[src/rtl/lir_pkg.sv]
`default_nettype none

package lir_pkg;

   localparam int LEN_W       = 13;
   localparam int SAMPLE_W    = 16;
   localparam int STEP_W      = 24;
   localparam int ACC_W       = 32;
   localparam int MAX_RESULTS = 34;
   localparam int CNT_W       = 6;
   localparam int CSR_IDX_W   = 2;
   localparam int CSR_DATA_W  = 24;

   localparam logic [CSR_IDX_W-1:0] REG_IN_LENGTH  = 2'd0;
   localparam logic [CSR_IDX_W-1:0] REG_OUT_LENGTH = 2'd1;
   localparam logic [CSR_IDX_W-1:0] REG_STEP_RATIO = 2'd2;

   localparam logic [LEN_W-1:0] IN_LENGTH_RST  = 13'd1024;
   localparam logic [LEN_W-1:0] OUT_LENGTH_RST = 13'd1024;

   typedef struct packed {
      logic load;
      logic mul;
      logic emit_interp;
      logic emit_fill;
      logic emit_unit;
      logic finish;
   } lir_cmd_type;

   typedef struct packed {
      logic zero_len;
      logic unit_len;
      logic first;
      logic last;
      logic can_interp;
      logic can_fill;
      logic slot_free;
   } lir_status_type;

endpackage

`default_nettype wire

[src/rtl/linear_interp_resampler_core.sv]
`default_nettype none
// A transaction is taken in the idle state and decided in the next; each interpolated
// result passes the decide, multiply and round steps and each copied result the
// decide and emit steps, and an emit step waits while rsp_stall holds the output register.
// A new input is taken only back in idle; an input yields at most 34 results,
// interpolated and copied together; a unit-length block copies its first input once.
// Reset: synchronous; restores register defaults, block start and an empty output.

module linear_interp_resampler_core
   import lir_pkg::*;
#(
   parameter int MAX_BLOCK = 4096,
   parameter int FRAC_BITS = 16
)
(
   input  wire logic                       clock,
   input  wire logic                       reset,
   input  wire logic                       csr_wr_en,
   input  wire logic [CSR_IDX_W-1:0]       csr_index,
   input  wire logic [CSR_DATA_W-1:0]      csr_wr_data,
   input  wire logic                       req_valid,
   output logic                            req_stall,
   input  wire logic signed [SAMPLE_W-1:0] req_in_sample,
   output logic                            rsp_valid,
   input  wire logic                       rsp_stall,
   output logic signed [SAMPLE_W-1:0]      rsp_out_sample,
   output logic                            rsp_last_of_run,
   output logic                            rsp_block_end
);

   lir_cmd_type    cmd;
   lir_status_type status;

   lir_ctrl u_ctrl (
      .clock     (clock),
      .reset     (reset),
      .req_valid (req_valid),
      .req_stall (req_stall),
      .status    (status),
      .cmd       (cmd)
   );

   lir_datapath #(
      .MAX_BLOCK (MAX_BLOCK),
      .FRAC_BITS (FRAC_BITS)
   ) u_datapath (
      .clock           (clock),
      .reset           (reset),
      .csr_wr_en       (csr_wr_en),
      .csr_index       (csr_index),
      .csr_wr_data     (csr_wr_data),
      .req_in_sample   (req_in_sample),
      .rsp_stall       (rsp_stall),
      .rsp_valid       (rsp_valid),
      .rsp_out_sample  (rsp_out_sample),
      .rsp_last_of_run (rsp_last_of_run),
      .rsp_block_end   (rsp_block_end),
      .cmd             (cmd),
      .status          (status)
   );

   // end of block always closes the run of its input
   a_block_end_closes_run: assert property (@(posedge clock) disable iff (reset)
      rsp_valid && rsp_block_end |-> rsp_last_of_run)
      else $error("block_end without last_of_run");

   // after a transaction is taken the core is busy deciding
   a_busy_after_accept: assert property (@(posedge clock) disable iff (reset)
      req_valid && !req_stall |=> req_stall)
      else $error("input taken while previous transaction still in work");

   // a stalled result is never dropped
   a_result_held: assert property (@(posedge clock) disable iff (reset)
      rsp_valid && rsp_stall |=> rsp_valid)
      else $error("stalled result lost");

endmodule

`default_nettype wire

[src/rtl/lir_ctrl.sv]
`default_nettype none

module lir_ctrl
   import lir_pkg::*;
(
   input  wire logic           clock,
   input  wire logic           reset,
   input  wire logic           req_valid,
   output logic                req_stall,
   input  wire lir_status_type status,
   output lir_cmd_type         cmd
);

   typedef enum logic [2:0] {
      S_IDLE,
      S_DECIDE,
      S_MUL,
      S_EMIT_I,
      S_EMIT_F,
      S_EMIT_U
   } state_type;

   state_type state_ff, state_in;

   always_ff @(posedge clock) begin
      if (reset) begin
         state_ff <= S_IDLE;
      end else begin
         state_ff <= state_in;
      end
   end

   assign req_stall = (state_ff != S_IDLE);

   always_comb begin
      state_in = state_ff;
      cmd      = '0;
      case (state_ff)
         S_IDLE: begin
            if (req_valid) begin
               cmd.load = 1'b1;
               state_in = S_DECIDE;
            end
         end
         S_DECIDE: begin
            if (status.zero_len) begin
               cmd.finish = 1'b1;
               state_in   = S_IDLE;
            end else if (status.unit_len) begin
               if (status.first) begin
                  state_in = S_EMIT_U;
               end else begin
                  cmd.finish = 1'b1;
                  state_in   = S_IDLE;
               end
            end else if (status.can_interp) begin
               state_in = S_MUL;
            end else if (status.last && status.can_fill) begin
               state_in = S_EMIT_F;
            end else begin
               cmd.finish = 1'b1;
               state_in   = S_IDLE;
            end
         end
         S_MUL: begin
            cmd.mul  = 1'b1;
            state_in = S_EMIT_I;
         end
         S_EMIT_I: begin
            if (status.slot_free) begin
               cmd.emit_interp = 1'b1;
               state_in        = S_DECIDE;
            end
         end
         S_EMIT_F: begin
            if (status.slot_free) begin
               cmd.emit_fill = 1'b1;
               state_in      = S_DECIDE;
            end
         end
         S_EMIT_U: begin
            if (status.slot_free) begin
               cmd.emit_unit = 1'b1;
               cmd.finish    = 1'b1;
               state_in      = S_IDLE;
            end
         end
         default: begin
            state_in = S_IDLE;
         end
      endcase
   end

endmodule

`default_nettype wire

[src/rtl/lir_datapath.sv]
`default_nettype none

module lir_datapath
   import lir_pkg::*;
#(
   parameter int MAX_BLOCK = 4096,
   parameter int FRAC_BITS = 16
)
(
   input  wire logic                       clock,
   input  wire logic                       reset,
   input  wire logic                       csr_wr_en,
   input  wire logic [CSR_IDX_W-1:0]       csr_index,
   input  wire logic [CSR_DATA_W-1:0]      csr_wr_data,
   input  wire logic signed [SAMPLE_W-1:0] req_in_sample,
   input  wire logic                       rsp_stall,
   output logic                            rsp_valid,
   output logic signed [SAMPLE_W-1:0]      rsp_out_sample,
   output logic                            rsp_last_of_run,
   output logic                            rsp_block_end,
   input  wire lir_cmd_type                cmd,
   output lir_status_type                  status
);

   localparam int CMP_W  = (LEN_W + FRAC_BITS > ACC_W + 1) ? LEN_W + FRAC_BITS : ACC_W + 1;
   localparam int DIFF_W = SAMPLE_W + 1;
   localparam int PROD_W = DIFF_W + FRAC_BITS + 1;
   localparam int NUM_W  = PROD_W + 1;
   localparam logic signed [NUM_W-1:0] HALF = NUM_W'(1) <<< (FRAC_BITS - 1);

   logic [LEN_W-1:0]           in_len_ff, out_len_ff;
   logic [STEP_W-1:0]          step_ff;
   logic signed [SAMPLE_W-1:0] prev_ff, cur_ff;
   logic [LEN_W-1:0]           ic_ff, oc_ff;
   logic [ACC_W-1:0]           acc_ff, acc_nxt_ff, acc_nxt_in;
   logic [CNT_W-1:0]           cnt_ff;
   logic signed [PROD_W-1:0]   prod_ff, prod_in;

   logic                       out_valid_ff;
   logic signed [SAMPLE_W-1:0] out_sample_ff, out_sample_in;
   logic                       out_lor_ff, out_be_ff, out_lor_in, out_be_in;

   logic [LEN_W-1:0]  ilen, olen;
   logic [CMP_W-1:0]  limit, acc_cmp, acc_nxt_cmp;
   logic [LEN_W:0]    oc_inc;
   logic [CNT_W-1:0]  cnt_inc;
   logic              more_room, more;
   logic [ACC_W:0]    acc_sum;
   logic signed [DIFF_W-1:0] diff;
   logic signed [NUM_W-1:0]  num, mag, quo;

   // lengths above the block limit behave as the limit
   always_comb begin
      ilen = ({19'd0, in_len_ff} > MAX_BLOCK) ? LEN_W'(MAX_BLOCK) : in_len_ff;
      olen = ({19'd0, out_len_ff} > MAX_BLOCK) ? LEN_W'(MAX_BLOCK) : out_len_ff;
   end

   always_ff @(posedge clock) begin
      if (reset) begin
         in_len_ff  <= IN_LENGTH_RST;
         out_len_ff <= OUT_LENGTH_RST;
         step_ff    <= STEP_W'(64'd1 << FRAC_BITS);
      end else if (csr_wr_en) begin
         case (csr_index)
            REG_IN_LENGTH:  in_len_ff  <= csr_wr_data[LEN_W-1:0];
            REG_OUT_LENGTH: out_len_ff <= csr_wr_data[LEN_W-1:0];
            REG_STEP_RATIO: step_ff    <= csr_wr_data[STEP_W-1:0];
            default: ;
         endcase
      end
   end

   assign limit       = CMP_W'(ic_ff) << FRAC_BITS;
   assign acc_cmp     = CMP_W'(acc_ff);
   assign acc_nxt_cmp = CMP_W'(acc_nxt_ff);
   assign oc_inc      = {1'b0, oc_ff} + 1'b1;
   assign cnt_inc     = cnt_ff + 1'b1;

   always_comb begin
      status.zero_len   = (ilen == '0) || (olen == '0);
      status.unit_len   = (ilen == LEN_W'(1)) || (olen == LEN_W'(1));
      status.first      = (ic_ff == '0);
      status.last       = (({1'b0, ic_ff} + 1'b1) >= {1'b0, ilen});
      status.can_fill   = (oc_ff < olen) && (cnt_ff < CNT_W'(MAX_RESULTS));
      status.can_interp = status.can_fill && (acc_cmp < limit);
      status.slot_free  = !out_valid_ff || !rsp_stall;
   end

   // position step with saturation, and the weighted difference
   always_comb begin
      acc_sum    = {1'b0, acc_ff} + (ACC_W + 1)'(step_ff);
      acc_nxt_in = acc_sum[ACC_W] ? '1 : acc_sum[ACC_W-1:0];
      diff       = DIFF_W'(cur_ff) - DIFF_W'(prev_ff);
      prod_in    = PROD_W'(diff) * $signed({1'b0, acc_ff[FRAC_BITS-1:0]});
   end

   // prev + weighted difference + half, truncated toward zero
   always_comb begin
      num = (NUM_W'(prev_ff) <<< FRAC_BITS) + NUM_W'(prod_ff) + HALF;
      mag = num[NUM_W-1] ? -num : num;
      quo = mag >>> FRAC_BITS;
      if (num[NUM_W-1]) begin
         quo = -quo;
      end
   end

   always_comb begin
      more_room = (oc_inc < {1'b0, olen}) && (cnt_inc < CNT_W'(MAX_RESULTS));
      more      = more_room && (!cmd.emit_interp || (acc_nxt_cmp < limit) || status.last);
      out_sample_in = cur_ff;
      out_lor_in    = !more;
      out_be_in     = (oc_inc == {1'b0, olen}) || (status.last && !more);
      if (cmd.emit_interp) begin
         out_sample_in = quo[SAMPLE_W-1:0];
      end
      if (cmd.emit_unit) begin
         out_lor_in = 1'b1;
         out_be_in  = 1'b1;
      end
   end

   always_ff @(posedge clock) begin
      if (reset) begin
         prev_ff <= '0;
         ic_ff   <= '0;
         oc_ff   <= '0;
         acc_ff  <= '0;
         cnt_ff  <= '0;
      end else begin
         if (cmd.load) begin
            cnt_ff <= '0;
         end
         if (cmd.emit_interp) begin
            oc_ff  <= oc_inc[LEN_W-1:0];
            cnt_ff <= cnt_inc;
            acc_ff <= acc_nxt_ff;
         end
         if (cmd.emit_fill) begin
            oc_ff  <= oc_inc[LEN_W-1:0];
            cnt_ff <= cnt_inc;
         end
         if (cmd.finish) begin
            prev_ff <= cur_ff;
            if (status.zero_len || status.last) begin
               ic_ff  <= '0;
               oc_ff  <= '0;
               acc_ff <= '0;
            end else begin
               ic_ff <= ic_ff + 1'b1;
            end
         end
      end
   end

   always_ff @(posedge clock) begin
      if (cmd.load) begin
         cur_ff <= req_in_sample;
      end
      if (cmd.mul) begin
         prod_ff    <= prod_in;
         acc_nxt_ff <= acc_nxt_in;
      end
   end

   // output register: one transaction held until taken
   always_ff @(posedge clock) begin
      if (reset) begin
         out_valid_ff <= 1'b0;
      end else if (cmd.emit_interp || cmd.emit_fill || cmd.emit_unit) begin
         out_valid_ff <= 1'b1;
      end else if (!rsp_stall) begin
         out_valid_ff <= 1'b0;
      end
   end

   always_ff @(posedge clock) begin
      if (cmd.emit_interp || cmd.emit_fill || cmd.emit_unit) begin
         out_sample_ff <= out_sample_in;
         out_lor_ff    <= out_lor_in;
         out_be_ff     <= out_be_in;
      end
   end

   assign rsp_valid       = out_valid_ff;
   assign rsp_out_sample  = out_sample_ff;
   assign rsp_last_of_run = out_lor_ff;
   assign rsp_block_end   = out_be_ff;

endmodule

`default_nettype wire

[config.mk]
export PLATFORM = sky130hd
export DESIGN_NAME = linear_interp_resampler_core
export DESIGN_NICKNAME = d
export VERILOG_FILES = /design/src/rtl/lir_pkg.sv /design/src/rtl/linear_interp_resampler_core.sv /design/src/rtl/lir_ctrl.sv /design/src/rtl/lir_datapath.sv
export SDC_FILE = /design/constraint.sdc
export NUM_CORES = 1
export LEC_CHECK = 0
export BUFFER_PORTS_ARGS = -buffer_cell sky130_fd_sc_hd__buf_2
export CORE_ASPECT_RATIO = 0.9
export CORE_MARGIN = 4
export CORE_UTILIZATION = 52
export CTS_BUF_LIST = sky130_fd_sc_hd__clkbuf_8
export DETAILED_ROUTE_END_ITERATION = 6
export PLACE_DENSITY = 0.65
export SLEW_MARGIN = 20
export SYNTH_ARGS = -nofsm -noshare
export SYNTH_HDL_FRONTEND = slang
export SYNTH_SLANG_ARGS = --single-unit
[constraint.sdc]
create_clock -name clock -period 24.6 [get_ports clock]
set_clock_uncertainty 0.15 [all_clocks]
set_input_delay 4.92 -clock clock [delete_from_list [all_inputs] [get_ports clock]]
set_output_delay 4.92 -clock clock [all_outputs]
set_load 0.03 [all_outputs]
After elaboration in Yosys (flattened, before gate mapping)
Index checks and enable logic that the tools add are counted.
W data, S select, Z words.
Cells by class
  add/sub/neg operators: 10
  equal/unequal tests: 14
  order comparisons: 9
  reduce and logical (&&, ||, !) cells: 31
  multipliers: 1
  mux-type cells: 41
Operator list (number)
  $mux W32: 4
  $mux W13: 7
  $lt A32 B29 Y1: 2
  $logic_not A13 Y1: 3
  $add A32 B34 Y35: 1
  $add A35 B17 Y35 const B: 1
  $mul A17 B17 Y34: 1
  $add A32 B24 Y33: 1
  $mux W16: 2
  $neg A32 Y32: 1
  $add A13 B1 Y14 const B: 2
  $eq A13 B1 Y1 const B: 2
  $gt A13 B13 Y1 const B: 2
  $mux W3: 8
  $mux W6: 3
  $sub A16 B16 Y17: 1
  $neg A16 Y16: 1
  $pmux W3 S5: 1
  $eq A14 B13 Y1: 1
  $ge A14 B13 Y1: 1
  $lt A14 B13 Y1: 1
  $mux W1: 14
  $add A13 B1 Y13 const B: 1
  $lt A13 B13 Y1: 1
  other kinds (20): 44
Word-level totals
  output and inout bits: 20
  logic and storage cells: 122
  input bits: 47
  bits in registers: 234

Depth between registers and ports, before layout
Gate-level depths: netlist of run 1.
  word-level depth: 11
  mapped depth: 39
  gate-level depth less buffers: 38

Hierarchy
Synthesis of run 1 repeated with hierarchy kept, for this count alone.
Unflattened totals
  cell total of the unflattened synthesis: 2802
  area total of the unflattened synthesis: 25127.8 µm²
By module, submodules not included
  lir_datapath: cells each 2769, sequential area each 5625.4 µm², instances 1, area each 24863.8 µm²
  lir_ctrl: cells each 33, sequential area each 60.1 µm², instances 1, area each 264.0 µm²

Least setup slack after synthesis of run 1
Ideal clock, no wire load.
  kind: register to register
  from: reg u_datapath.cur_ff[0]
  to: reg u_datapath.prod_ff[33], data pin
  path buffers: 2
  library setup time: 0.167 ns
  required time: 24.283 ns
  cell stages (with the launch flop): 40
  data arrival time: 8.728 ns
  clock period less this slack: 9.045 ns
  slack: 15.555 ns
  cell sequence: edfxtp_1 -> inv_1 -> ha_1 -> fa_1 -> nor2b_1 -> o21ai_0 -> a21boi_0 -> o21ai_0 -> a21boi_0 -> o21ai_0 -> a21boi_0 -> o21ai_0 -> a21oi_1 -> o2111ai_1 -> a41o_1 -> clkbuf_1 -> and2_1 -> fa_1 -> (+4 left out) -> fa_1 -> fa_1 -> inv_1 -> fa_1 -> inv_1 -> ha_1 -> clkbuf_1 -> a21o_1 -> a21o_1 -> a21o_1 -> a21o_1 -> a21oi_1 -> nor2_1 -> a21oi_1 -> o31ai_1 -> or4_1 -> and4b_1 -> a211oi_1
On the way
  cells in the longest elaborated chain, start to end: 2
RTL lines
  from (decl): RTL line lir_datapath.sv:33  | logic signed [SAMPLE_W-1:0] prev_ff, cur_ff;
  from (signal assigned): RTL line lir_datapath.sv:157  | cur_ff <= req_in_sample;
  $sub A16 B16 Y17: RTL line lir_datapath.sv:93  | diff = DIFF_W'(cur_ff) - DIFF_W'(prev_ff);
  $mul A17 B17 Y34: RTL line lir_datapath.sv:94  | prod_in = PROD_W'(diff) * $signed({1'b0, acc_ff[FRAC_BITS-1:0]});
  via u_datapath.prod_in[33]: RTL line lir_datapath.sv:37  | logic signed [PROD_W-1:0] prod_ff, prod_in;
  to (signal assigned): RTL line lir_datapath.sv:160  | prod_ff <= prod_in;
  to (decl): RTL line lir_datapath.sv:37
The timed path passes the listed nets, and every way through them passes these cells.
A chain may end at the register's enable or synchronous reset.

Final worst setup path of run 1
  from: reg u_datapath.cur_ff[0]
  to: reg u_datapath.prod_ff[32], data pin
The elaborated chain is that of the path after synthesis.

==> results.rst, run 1 <==
.. list-table::
   :header-rows: 1

   * - Metric
     - Value
   * - Global-route wire length before repair
     - between 100 and 150 mm
   * - Power consumption
     - 1.07 mW
   * - Starting DRC count in detailed routing
     - 1048
   * - Status
     - completed
   * - Std-Cell Rows
     - 75
   * - Max-cap viol count
     - 0
   * - Register-to-Register Path Depth
     - 38
   * - Sort of element at the start of the critical path
     - flop
   * - Number of global-route vias before repair
     - 20000
   * - Worst skew pair latency
     - 0.64 ns
   * - Number of register bits inferred by synthesis
     - 234
   * - Post-synthesis share of cell area spent on xor and xnor gates
     - 0.0469
   * - Static power due to leakage
     - 12.5 nW
   * - DP Wirelength
     - 47.2 mm
   * - Number of vias after detailed routing
     - roughly 19000
   * - Data required time of the critical path
     - 24.82 ns
   * - Final-report max-slew violation count
     - 0
   * - Number of warnings printed during yosys synthesis
     - 0
   * - Most common cell on crit path
     - fa_1
   * - Clock transition at the registers of the reported paths
     - 0.06 ns
   * - Full die area
     - a little over 0.05 sq mm
   * - Die outline height
     - 215 um
   * - Post-synthesis instance total
     - 2830
   * - Fraction of the mapped netlist area in adder cells
     - 0.333
   * - Number of optimization iterations in the first detailed-route pass
     - 5
   * - Top cells by instance count after synthesis
     - nand2_1 (441), inv_1 (406), fa_1 (276)
   * - Number of primary I/O pins
     - 67
   * - Proportion of power drawn by combinational gates
     - 0.251
   * - Number of fill cells
     - around 4300
   * - Worst min-delay path class
     - reg -> reg
   * - Post-synth top flop
     - dfxtp_1
   * - Yosys top cell area share
     - 0.223
   * - Total area of sequential cells
     - 0.00569 sq mm
   * - Area growth syn-to-layout
     - 7.21%
   * - Worst ir drop on vdd
     - 0.0000326 V
   * - Root buffer cell
     - clkbuf_8
   * - Antenna violations before repair
     - 1
   * - Slowest library cell on the worst path
     - fa_1
   * - Number of buffers added by the clock tree synthesis step
     - 44
   * - Diodes inserted
     - 0
   * - Multiplexer share of the synthesized area
     - 0.0112
   * - Most area-hungry cell type in the Yosys netlist
     - fa_1
   * - Number of buffers inserted by post-CTS setup repair
     - 0
   * - Congestion Overflow GR
     - 0
   * - Worst-case clock buffer depth
     - 3
   * - Transition at the pin with the smallest max-transition slack
     - around 1.1 ns
   * - Maximum cell stage delay along the critical path
     - 0.60 ns
   * - Clock sinks
     - 234
   * - Layout cell share with drive strength beyond 1
     - 0.0665
   * - Ranking of synthesized cells by area
     - fa_1 (22%), edfxtp_1 (12%), dfxtp_1 (11%)
   * - Peak clock frequency supported by timing
     - around 100 MHz
   * - Final setup vio count
     - 0
   * - Worst slew slack as a fraction of its limit
     - 0.243
   * - Synth async-reset ratio
     - 0
   * - Critical Path Fanout Max
     - 24
   * - Register area share after synthesis
     - 0.229
   * - Pin count of the biggest net entering global routing
     - 91
   * - Core area
     - around 0.047 sq mm
   * - Gr usage total
     - 0.243
   * - Resized cells post-CTS
     - 0
   * - Final hold viol count
     - 0
   * - Main combinational cell family by area after synthesis
     - adder cells
   * - Net Sw Frac
     - 0.350
   * - Net count after synthesis
     - 3367
   * - Setup_tns
     - 0 ns
   * - Weighted congestion reported at the end of routability-driven placement
     - between 0.8 and 0.9
   * - Post-route minimum period
     - 10.02 ns
   * - Floorplan die width
     - 238 um
   * - Distinct cell type count after synthesis
     - 84
   * - Net switching component of the power
     - around 0.37 mW
   * - Total area of multi-input combinational cells
     - approximately 0.017 sq mm
   * - Number of levels in the clock H-tree
     - 2
   * - Simple-Gate Fraction of Synth Area
     - 0.189
   * - Data arrival time at the worst-slack endpoint
     - 10.24 ns
   * - Drt drc
     - 0
   * - DRT Wirelength
     - 61.2 mm
   * - Min-Delay Path Depth
     - 2
   * - Quantity of I/O buffers inserted on ports
     - 66
   * - Classification of the worst setup path
     - reg -> reg
   * - Most common cell in the synthesized netlist
     - nand2_1
   * - Initial Util
     - 0.529
   * - Internal power summed over all cells
     - 0.694 mW
   * - NumNets Final
     - 3404
   * - Vias per cell
     - 5.53
   * - Utilization of the core after routing
     - 0.567
   * - RSZ-0062 raised after global routing
     - no
   * - TritonCTS clock tree
     - built
   * - WL per Instance
     - around 17 um
   * - Synthesized area
     - 0.0248 sq mm
   * - Power per Cell Area
     - 40.1 mW/mm^2
   * - Standard cell area after detailed placement
     - 0.0258 sq mm
   * - Fin crit share
     - 0.407
   * - Post-layout instance area
     - 0.0266 sq mm
   * - Post-route ant nets
     - 0
   * - Number of hold buffers added after cts
     - 0
   * - Number of enable-type register cells in the synthesized netlist
     - 100
   * - Share of power burned in the clock network
     - 0.345
   * - Complex-gate fraction of the synthesized area
     - 0.113
   * - Synth Area per Inst
     - 8.77 sq um
   * - Critical Path End Type
     - flop
   * - Part of the power in registers
     - 0.404
cells in the final DEF (no fill, tap or decap), drive strengths merged, types with 33 or more instances in the layout:
cell type  instances
a21oi            186
edfxtp           100
a21o              47
nand3             54
xor2              48
clkbuf            46
xnor2             84
and2             117
inv              426
buf               97
o21ai             88
ha               214
and3              35
nor2b             48
fa               276
dfxtp            134
nand2            441
nor3              33
nor2             131
worst max-delay path: cells and delay by family, from the launching register on:
family | cells | cell delay [ns]
flip-flops | 1 | 0.37
adder cells (fa/ha/maj) | 9 | 4.18
buffers and inverters | 5 | 0.36
AND/OR/NAND/NOR | 4 | 0.62
XOR/XNOR | 1 | 0.09
AO/OA/AOI/OAI | 19 | 3.94
cell type report:
cell class,count,area share
repair buffers,97,0.0214
multi-input cells,2082,0.647
well taps,616,0.0290
inverters,408,0.0575
flip-flops and latches,234,0.214
clock inverters,36,0.00743
clock buffers,46,0.0238
flip-flops by register name, indices dropped and copies added (netlist names):
register                    count
u_datapath.acc_nxt_ff          32
u_datapath.rsp_valid            1
u_datapath.prod_ff             34
u_datapath.prev_ff             16
u_datapath.out_len_ff          13
u_datapath.oc_ff               13
u_datapath.cnt_ff               6
u_ctrl.state_ff                 3
u_datapath.rsp_out_sample      16
u_datapath.ic_ff               13
u_datapath.rsp_last_of_run      1
u_datapath.cur_ff              16
u_datapath.acc_ff              32
u_datapath.in_len_ff           13
u_datapath.rsp_block_end        1
u_datapath.step_ff             24
cells by family (layout without fill, tap and decap cells):
| group | after synthesis | count (layout) |
|---|---|---|
| AO/OA/AOI/OAI | 444 | 444 |
| XOR/XNOR | 132 | 132 |
| adder cells (fa/ha/maj) | 496 | 496 |
| buffers and inverters | 514 | 587 |
| flip-flops | 234 | 234 |
| multiplexers | 27 | 27 |
| AND/OR/NAND/NOR | 983 | 983 |
stage by stage:
| stage | hold slack (ns) | std cells | setup slack (ns) |
|---|---|---|---|
| finish | 0.310 | 3519 | 14.58 |
| global route | 0.348 | 3519 | 13.74 |
| CTS | 0.314 | 3518 | 14.58 |
| detailed placement | 0.307 | 3436 | 14.61 |
| global placement | 0.306 | 3436 | 14.83 |
| floorplan | 0.290 | 2830 | 15.55 |
layer usage:
metal,wire length (um),up-vias,global-route usage
met5,0,-,0
met4,1830,0,0.0743
li1,-,9325,-
met2,28700,477,0.401
met3,3470,112,0.0406
met1,27200,9532,0.331
power groups by stage:
stage	Combinational, mW	Sequential [mW]	Clock (mW)
2_1_floorplan	0.181	0.435	0
3_3_place_gp	0.258	0.439	0
3_5_place_dp	0.263	0.439	0
4_1_cts	0.265	0.431	0.382
5_1_grt	0.294	0.433	0.400
6_report	0.267	0.431	0.369
final timing paths:
kind | start | to | slack [ns]
min | u_datapath.step_ff[11]$_SDFFE_PP0P_ | u_datapath.step_ff[11]$_SDFFE_PP0P_ | 0.31
min reg2reg | u_datapath.step_ff[11]$_SDFFE_PP0P_ | u_datapath.step_ff[11]$_SDFFE_PP0P_ | 0.31
max reg2reg | u_datapath.cur_ff[0]$_DFFE_PP_ | u_datapath.prod_ff[32]$_DFFE_PP_ | 14.58
max | u_datapath.cur_ff[0]$_DFFE_PP_ | u_datapath.prod_ff[32]$_DFFE_PP_ | 14.58
(Power assumes the default switching activity.)
==> run 2: changes to the inputs <==
Clock period 24.6 ns to 9.8 ns, I/O delays scaled along.
==> run 2 against run 1 <==
- via count is 0.10% lower
- sequential cell count stayed put
- global-route usage is 0.10 points lower
- sequential power grew to 2.5 times the previous value
- non-clock buffer count is 7 higher
- clock power grew to 2.9 times the previous value
- die area stayed put
- register-to-register slack worse by 14 ns
- total power grew to 2.6 times the previous value
- worst setup slack worse by 14 ns
- critical path depth is 1 higher
- fmax is 8.6% higher
- critical endpoint unchanged
- highest routed layer unchanged
==> results.rst, run 2 (synthesized netlist as in run 1, its figures left out) <==
.. list-table::
   :header-rows: 1

   * - Metric
     - Value
   * - Status
     - completed
   * - Setup_tns
     - 0 ns (unchanged)
   * - Max-cap viol count
     - 0 (unchanged)
   * - Floorplan die width
     - 238 um (unchanged)
   * - Weighted congestion reported at the end of routability-driven placement
     - 0.879 (-0.95%)
   * - Final-report max-slew violation count
     - 0 (unchanged)
   * - Final hold viol count
     - 0 (unchanged)
   * - Classification of the worst setup path
     - reg -> reg
   * - Utilization of the core after routing
     - 0.572 (+0.00429)
   * - Global-route wire length before repair
     - 102 mm (-0.63%)
   * - RSZ-0062 raised after global routing
     - no
   * - Diodes inserted
     - 0 (unchanged)
   * - Worst-case clock buffer depth
     - 3 (unchanged)
   * - Internal power summed over all cells
     - 1.89 mW (+170%)
   * - Peak clock frequency supported by timing
     - 108 MHz (+8.6%)
   * - Number of optimization iterations in the first detailed-route pass
     - 5 (unchanged)
   * - Number of buffer and inverter instances along the worst setup path
     - 6 (+1)
   * - Number of buffers added by the clock tree synthesis step
     - 43 (-2.3%)
   * - Congestion Overflow GR
     - 0 (unchanged)
   * - Initial Util
     - 0.529 (unchanged)
   * - Die outline height
     - 215 um (unchanged)
   * - Most frequent cells in the layout
     - nand2_1 (440), inv_1 (417), fa_1 (275), ha_1 (214), a21oi_1 (182)
   * - Most common cell after layout, fill and taps aside
     - nand2_1
   * - Power per Cell Area
     - 105 mW/mm^2 (+160%)
   * - Gr usage total
     - 0.242 (-0.00105)
   * - Top Family by Delay on Critical Path
     - adder cells
   * - Net switching component of the power
     - 0.941 mW (+150%)
   * - Critical Path Fanout Max
     - 19 (-21%)
   * - Slowest library cell on the worst path
     - fa_1
   * - Final setup vio count
     - 0 (unchanged)
   * - Static power due to leakage
     - 12.5 nW (+0.66%)
   * - Maximum cell stage delay along the critical path
     - 0.54 ns (-0.06 ns)
   * - Data arrival time at the worst-slack endpoint
     - 9.45 ns (-0.79 ns)
   * - Core area
     - 0.0469 sq mm (unchanged)
   * - Number of primary I/O pins
     - 67 (unchanged)
   * - Std-Cell Rows
     - 75 (unchanged)
   * - Clock sinks
     - 234 (unchanged)
   * - Flip-flop count of the largest register after layout
     - 34 (unchanged)
   * - Fin crit share
     - 0.941 (+0.534)
   * - TritonCTS clock tree
     - built
   * - Number of levels in the clock H-tree
     - 2 (unchanged)
   * - NumNets Final
     - 3410 (+0.18%)
   * - Transition at the pin with the smallest max-transition slack
     - 1.17 ns (+0.0368 ns)
   * - Sort of element at the start of the critical path
     - flop
   * - Worst skew pair latency
     - 0.64 ns (about the same)
   * - WL per Instance
     - 17.4 um (+0.14%)
   * - Pin count of the biggest net entering global routing
     - 91 (unchanged)
   * - Number of buffers inserted by post-CTS setup repair
     - 0 (unchanged)
   * - Part of the power in registers
     - 0.383 (-0.021)
   * - Reg with most FFs
     - u_datapath.prod_ff
   * - Post-route minimum period
     - 9.22 ns (-0.798 ns)
   * - Area growth syn-to-layout
     - 8.02%
   * - Worst min-delay path class
     - reg -> reg
   * - Vias per cell
     - 5.51 (-0.22%)
   * - Worst slew slack as a fraction of its limit
     - 0.222 (-0.0219)
   * - Number of global-route vias before repair
     - 20100 (+0.49%)
   * - DRT Wirelength
     - 61.3 mm (+0.25%)
   * - Data required time of the critical path
     - 10.02 ns (-14.80 ns)
   * - Number of vias after detailed routing
     - 19400 (-0.10%)
   * - Drt drc
     - 0 (unchanged)
   * - Full die area
     - 0.0513 sq mm (unchanged)
   * - Proportion of power drawn by combinational gates
     - 0.239 (-0.012)
   * - Layout cell share with drive strength beyond 1
     - 0.0743 (+0.00782)
   * - Starting DRC count in detailed routing
     - 1115 (+6.4%)
   * - Most common cell on crit path
     - fa_1
   * - Antenna violations before repair
     - 0 (-1)
   * - Share of power burned in the clock network
     - 0.378 (+0.033)
   * - Clock transition at the registers of the reported paths
     - 0.06 ns (about the same)
   * - Root buffer cell
     - clkbuf_8
   * - DP Wirelength
     - 47.2 mm (about the same)
   * - Quantity of I/O buffers inserted on ports
     - 66 (unchanged)
   * - Worst ir drop on vdd
     - 0.000129 V (+300%)
   * - Top flop regs
     - u_datapath.prod_ff: 34 flops, u_datapath.acc_ff: 32 flops, u_datapath.acc_nxt_ff: 32 flops
   * - Net Sw Frac
     - 0.333 (-0.0168)
   * - Post-route ant nets
     - 0 (unchanged)
   * - Critical Path End Type
     - flop
## run 2: cell types whose count changed in the layout (fill, tap and decap cells not counted), moves of 2 or more
cell / change
a21oi_2: +2
inv_1: -6
clkbuf_8: +11
o21ai_0: -8
buf_4: +8
bufinv_16: +2
a21boi_0: -3
a21boi_1: +3
o21ai_1: +8
clkinv_1: -8
a21oi_1: -2
## run 2: final cells by class
type	count	area [sq um]
fill	4312	20100
multi-input combinational	2082	17200
sequential	234	5690
inverter	408	1530
clock buffer	57	785
tap	616	771
timing repair buffer	104	616
clock inverter	22	194
## run 2: metal layers
| layer | global-route usage | wire, um |
|---|---|---|
| met1 | 0.322 | 26900 |
| met5 | 0 | 0 |
| met3 | 0.0520 | 4030 |
| met2 | 0.401 | 28900 |
| met4 | 0.0698 | 1540 |
## run 2: worst register-to-register path: cells and delay by family, from the launching register on
| kind | cells | cell delay [ns] |
|---|---|---|
| simple gates | 4 | 0.54 |
| compound gates | 19 | 3.36 |
| fa+ha+maj | 9 | 4.03 |
| xor+xnor | 1 | 0.09 |
| buf+inv | 6 | 0.46 |
| flops | 1 | 0.37 |
## run 2: stage by stage
stage	power (mW)	instances	instance area (sq um)	setup slack, ns	hold slack, ns
floorplan	1.55	2830	24800	0.755	0.290
global placement	1.75	3444	25800	0.320	0.304
detailed placement	1.77	3444	25800	0.129	0.307
CTS	2.85	3523	26800	0.0963	0.315
global route	2.98	3523	26800	0.0316	0.342
finish	2.83	3523	26800	0.579	0.314
## run 2: worst paths after layout
| kind | startpoint | cells past startpoint | slack (ns) | endpoint |
|---|---|---|---|---|
| worst max-delay path | u_datapath.cur_ff[0]$_DFFE_PP_ | 39 | 0.58 | u_datapath.prod_ff[32]$_DFFE_PP_ |
| worst min-delay path | u_datapath.step_ff[5]$_SDFFE_PP0P_ | 2 | 0.31 | u_datapath.step_ff[5]$_SDFFE_PP0P_ |
| worst max register to register | u_datapath.cur_ff[0]$_DFFE_PP_ | 39 | 0.58 | u_datapath.prod_ff[32]$_DFFE_PP_ |
| worst min register to register | u_datapath.step_ff[5]$_SDFFE_PP0P_ | 2 | 0.31 | u_datapath.step_ff[5]$_SDFFE_PP0P_ |
## run 2: power groups by stage
stage	logic [mW]	registers [mW]	clock network, mW
2_1_floorplan	0.454	1.09	0
3_3_place_gp	0.650	1.10	0
3_5_place_dp	0.662	1.10	0
4_1_cts	0.667	1.08	1.10
5_1_grt	0.744	1.09	1.15
6_report	0.675	1.08	1.07
## run 2: repair_timing
action	4_1_cts	5_1_grt
resized for setup	0	17
hold buffers	0	0
setup endpoints to repair	0	9
==> run 3: changes to the inputs <==
Settings changed: ABC_AREA set to 1, CAP_MARGIN set to 20, CORE_ASPECT_RATIO 0.9 to 1.75.
==> run 3 against run 2 <==
- fmax up 4.8%
- worst setup slack better by 0.42 ns
- critical path type unchanged
- die area up 2.7%
- sequential cell count unchanged
- final cell count rose by 14%
- sequential share of layout area down 0.37 points
- count of clock-buffer cells in the layout is 16 lower
- combinational power grew to 6.0 times the previous value
- register-to-register slack improved by 0.42 ns
- final area grew 1.7%
==> results.rst, run 3 <==
.. list-table::
   :header-rows: 1

   * - Metric
     - Value
   * - Status
     - completed
   * - Ranking of synthesized cells by area
     - fa_1 (22%), edfxtp_1 (12%), dfxtp_1 (11%)
   * - Worst skew pair latency
     - 0.58 ns (-0.06 ns)
   * - Number of optimization iterations in the first detailed-route pass
     - 7 (+2)
   * - Flip-flop count of the largest register after layout
     - 34 (unchanged)
   * - Slowest library cell on the worst path
     - fa_1
   * - Vias per cell
     - 5.45 (-1.2%)
   * - Final-report max-slew violation count
     - 0 (unchanged)
   * - Net count after synthesis
     - 3802 (+13%)
   * - Worst min-delay path class
     - reg -> reg
   * - Die outline height
     - 301 um (+40%)
   * - Maximum cell stage delay along the critical path
     - 0.60 ns (+0.06 ns)
   * - Fraction of the mapped netlist area in adder cells
     - 0.322 (-0.0106)
   * - Gr usage total
     - 0.294 (+0.0517)
   * - NumNets Final
     - 3856 (+13%)
   * - WL per Instance
     - 19.1 um (+9.9%)
   * - Final setup vio count
     - 0 (unchanged)
   * - Worst slew slack as a fraction of its limit
     - 0.297 (+0.0749)
   * - Synth async-reset ratio
     - 0 (unchanged)
   * - Clock transition at the registers of the reported paths
     - 0.07 ns (about the same)
   * - Post-synth top flop
     - dfxtp_1
   * - DRT Wirelength
     - 76.6 mm (+25%)
   * - Clock sinks
     - 234 (unchanged)
   * - Simple-Gate Fraction of Synth Area
     - 0.227 (+0.0381)
   * - Reg-to-reg critical path startpoint
     - u_datapath.cur_ff[0]$_DFFE_PP_
   * - Data arrival time at the worst-slack endpoint
     - 8.94 ns (-0.51 ns)
   * - Quantity of I/O buffers inserted on ports
     - 66 (unchanged)
   * - Static power due to leakage
     - 13.6 nW (+8.3%)
   * - Pin count of the biggest net entering global routing
     - 69 (-24%)
   * - Hold worst-path end
     - u_datapath.cnt_ff[5]$_SDFFE_PP0P_
   * - Synthesized area
     - 0.0255 sq mm (+2.6%)
   * - Register-to-Register Path Depth
     - 35 (-10%)
   * - Number of hold buffers added after cts
     - 0 (unchanged)
   * - Most area-hungry cell type in the Yosys netlist
     - fa_1
   * - Register-to-register setup slack
     - 1.00 ns (+0.42 ns)
   * - Main combinational cell family by area after synthesis
     - adder cells
   * - Sort of element at the start of the critical path
     - flop
   * - Starting DRC count in detailed routing
     - 1179 (+5.7%)
   * - Number of primary I/O pins
     - 67 (unchanged)
   * - Net switching component of the power
     - 3.39 mW (+260%)
   * - Most frequent cells in the layout
     - nand2_1 (649), inv_1 (602), nor2_1 (398), fa_1 (275), ha_1 (214)
   * - Number of register bits inferred by synthesis
     - 234 (unchanged)
   * - Number of levels in the clock H-tree
     - 2 (unchanged)
   * - Post-route ant nets
     - 0 (unchanged)
   * - Reg-to-reg critical path endpoint
     - u_datapath.prod_ff[33]$_DFFE_PP_
   * - Std-Cell Rows
     - 107 (+43%)
   * - Floorplan die width
     - 175 um (-26%)
   * - Transition at the pin with the smallest max-transition slack
     - 1.04 ns (-0.124 ns)
   * - Drt drc
     - 0 (unchanged)
   * - Number of enable-type register cells in the synthesized netlist
     - 100 (unchanged)
   * - DP Wirelength
     - 62.6 mm (+33%)
   * - Top cells by instance count after synthesis
     - nand2_1 (649), inv_1 (594), nor2_1 (400)
   * - Number of buffers added by the clock tree synthesis step
     - 38 (-12%)
   * - Area growth syn-to-layout
     - 7.16%
   * - Final hold viol count
     - 0 (unchanged)
   * - Most common cell after layout, fill and taps aside
     - nand2_1
   * - Max-cap viol count
     - 0 (unchanged)
   * - Reg with most FFs
     - u_datapath.prod_ff
   * - Classification of the worst setup path
     - reg -> reg
   * - Full die area
     - 0.0527 sq mm (+2.7%)
   * - Antenna violations before repair
     - 1 (+1)
   * - Net Sw Frac
     - 0.525 (+0.192)
   * - RSZ-0062 raised after global routing
     - no
   * - Post-route minimum period
     - 8.80 ns (-0.424 ns)
   * - Worst ir drop on vdd
     - 0.000171 V (+33%)
   * - Congestion Overflow GR
     - 0 (unchanged)
   * - Share of power burned in the clock network
     - 0.152 (-0.226)
   * - Post-synthesis share of cell area spent on xor and xnor gates
     - 0.0361 (-0.0107)
   * - Number of global-route vias before repair
     - 22900 (+14%)
   * - Most common cell in the synthesized netlist
     - nand2_1
   * - Setup_tns
     - 0 ns (unchanged)
   * - Root buffer cell
     - clkbuf_8
   * - Fin crit share
     - 0.898 (-0.0432)
   * - Critical Path End Type
     - flop
   * - Number of vias after detailed routing
     - 21800 (+12%)
   * - Peak clock frequency supported by timing
     - 114 MHz (+4.8%)
   * - Global-route wire length before repair
     - 120 mm (+18%)
   * - TritonCTS clock tree
     - built
   * - Yosys top cell area share
     - 0.217 (-0.00554)
   * - Complex-gate fraction of the synthesized area
     - 0.0825 (-0.0305)
   * - Post-synthesis instance total
     - 3265 (+15%)
   * - Worst-case clock buffer depth
     - 3 (unchanged)
   * - Number of warnings printed during yosys synthesis
     - 0 (unchanged)
   * - Resized cells post-CTS
     - 0 (unchanged)
   * - Power per Cell Area
     - 237 mW/mm^2 (+120%)
   * - Min-Delay Path Depth
     - 2 (unchanged)
   * - Register area share after synthesis
     - 0.223 (-0.00570)
   * - Part of the power in registers
     - 0.219 (-0.164)
   * - Number of buffers inserted by post-CTS setup repair
     - 0 (unchanged)
   * - Hold wc startpoint
     - u_datapath.cnt_ff[5]$_SDFFE_PP0P_
   * - Core area
     - 0.0486 sq mm (+3.6%)
   * - Multiplexer share of the synthesized area
     - 0.00472 (-0.00652)
   * - Weighted congestion reported at the end of routability-driven placement
     - 0.973 (+11%)
   * - Critical Path Fanout Max
     - 10 (-9)
   * - Top flop regs
     - u_datapath.prod_ff: 34 flops, u_datapath.acc_ff: 32 flops, u_datapath.acc_nxt_ff: 32 flops
   * - Worst Setup Slack, final
     - 1.00 ns (+0.424 ns)
   * - Initial Util
     - 0.524 (-0.00522)
   * - Proportion of power drawn by combinational gates
     - 0.629 (+0.390)
   * - Post-Place Worst Slack
     - 1.16 ns (+1.03 ns)
   * - Distinct cell type count after synthesis
     - 61 (-27%)
   * - Synth Area per Inst
     - 7.80 sq um (-11%)
   * - Data required time of the critical path
     - 9.94 ns (-0.08 ns)
   * - Internal power summed over all cells
     - 3.07 mW (+63%)
   * - Layout cell share with drive strength beyond 1
     - 0.0723 (-0.00202)
## run 3: cell count changes after synthesis, moves of 40 or more
cell      delta
xnor2_1     -45
nor2_1     +270
inv_1      +188
nor2b_1     -48
o21ai_0     +47
clkbuf_1    -52
a21o_1      -40
and2_1     -116
nand3_1    +120
nand2_1    +208
a21oi_1     -40
## run 3: kinds of logic after synthesis
kind of cell	Yosys count
muxes	12
AOI/OAI and AO/OA	368
xor gates and xnor gates	105
adders and majority gates	490
and+or+nand+nor	1370
DFF	234
buffers and inverters	686
## run 3: layer usage
layer  GRT usage  vias up  part of all wire
li1            -    10400                 -
met5           0        -                 0
met3      0.0305      261             0.042
met2       0.567      678              0.54
met1       0.290    10500              0.33
met4       0.201        0             0.083
## run 3: layout make-up
| type | count | area [sq um] |
|---|---|---|
| inverter | 616 | 2310 |
| sequential | 234 | 5690 |
| antenna | 1 | 2.50 |
| multi-input combinational | 2345 | 17100 |
| fill | 4713 | 21300 |
| tap | 654 | 818 |
| clock buffer | 41 | 564 |
| timing repair buffer | 84 | 465 |
| clock inverter | 28 | 300 |
## run 3: per-stage QoR
stage               std cells  power [mW]  instance area, sq um  hold slack, ns  utilization
CTS                      4002        6.48                 27300           0.319        0.561
global route             4003        7.01                 27300           0.347        0.562
finish                   4003        6.46                 27300           0.323        0.562
floorplan                3265        4.21                 25500           0.283            -
global placement         3933        5.39                 26400           0.303        0.544
detailed placement       3933        5.47                 26400           0.311        0.544
## run 3: worst max path at each step
stage	from	end	slack (ns)	cells past startpoint
after floorplan	u_datapath.cur_ff[0]$_DFFE_PP_	u_datapath.prod_ff[33]$_DFFE_PP_	2.01	31
after global placement	u_datapath.cur_ff[0]$_DFFE_PP_	u_datapath.prod_ff[33]$_DFFE_PP_	1.31	35
after detailed placement	u_datapath.cur_ff[0]$_DFFE_PP_	u_datapath.prod_ff[33]$_DFFE_PP_	1.16	35
after CTS	u_datapath.cur_ff[0]$_DFFE_PP_	u_datapath.prod_ff[33]$_DFFE_PP_	1.11	35
after global routing	u_datapath.cur_ff[0]$_DFFE_PP_	u_datapath.prod_ff[33]$_DFFE_PP_	0.54	35
final	u_datapath.cur_ff[0]$_DFFE_PP_	u_datapath.prod_ff[33]$_DFFE_PP_	1.00	35
## run 3: power by group through the flow
stage / combinational (mW) / clock [mW] / sequential (mW)
3_3_place_gp: 3.96 / 0 / 1.42
6_report: 4.06 / 0.984 / 1.41
2_1_floorplan: 2.84 / 0 / 1.37
5_1_grt: 4.55 / 1.04 / 1.42
3_5_place_dp: 4.04 / 0 / 1.43
4_1_cts: 4.06 / 1.01 / 1.41
## run 3: critical path: cells and delay by family (launching register included)
kind / cells / cell delay (ns)
adder cells (fa/ha/maj): 9 / 4.00
AO/OA/AOI/OAI: 6 / 1.40
AND/OR/NAND/NOR: 12 / 2.02
buffers and inverters: 7 / 0.43
XOR/XNOR: 1 / 0.07
flip-flops: 1 / 0.42
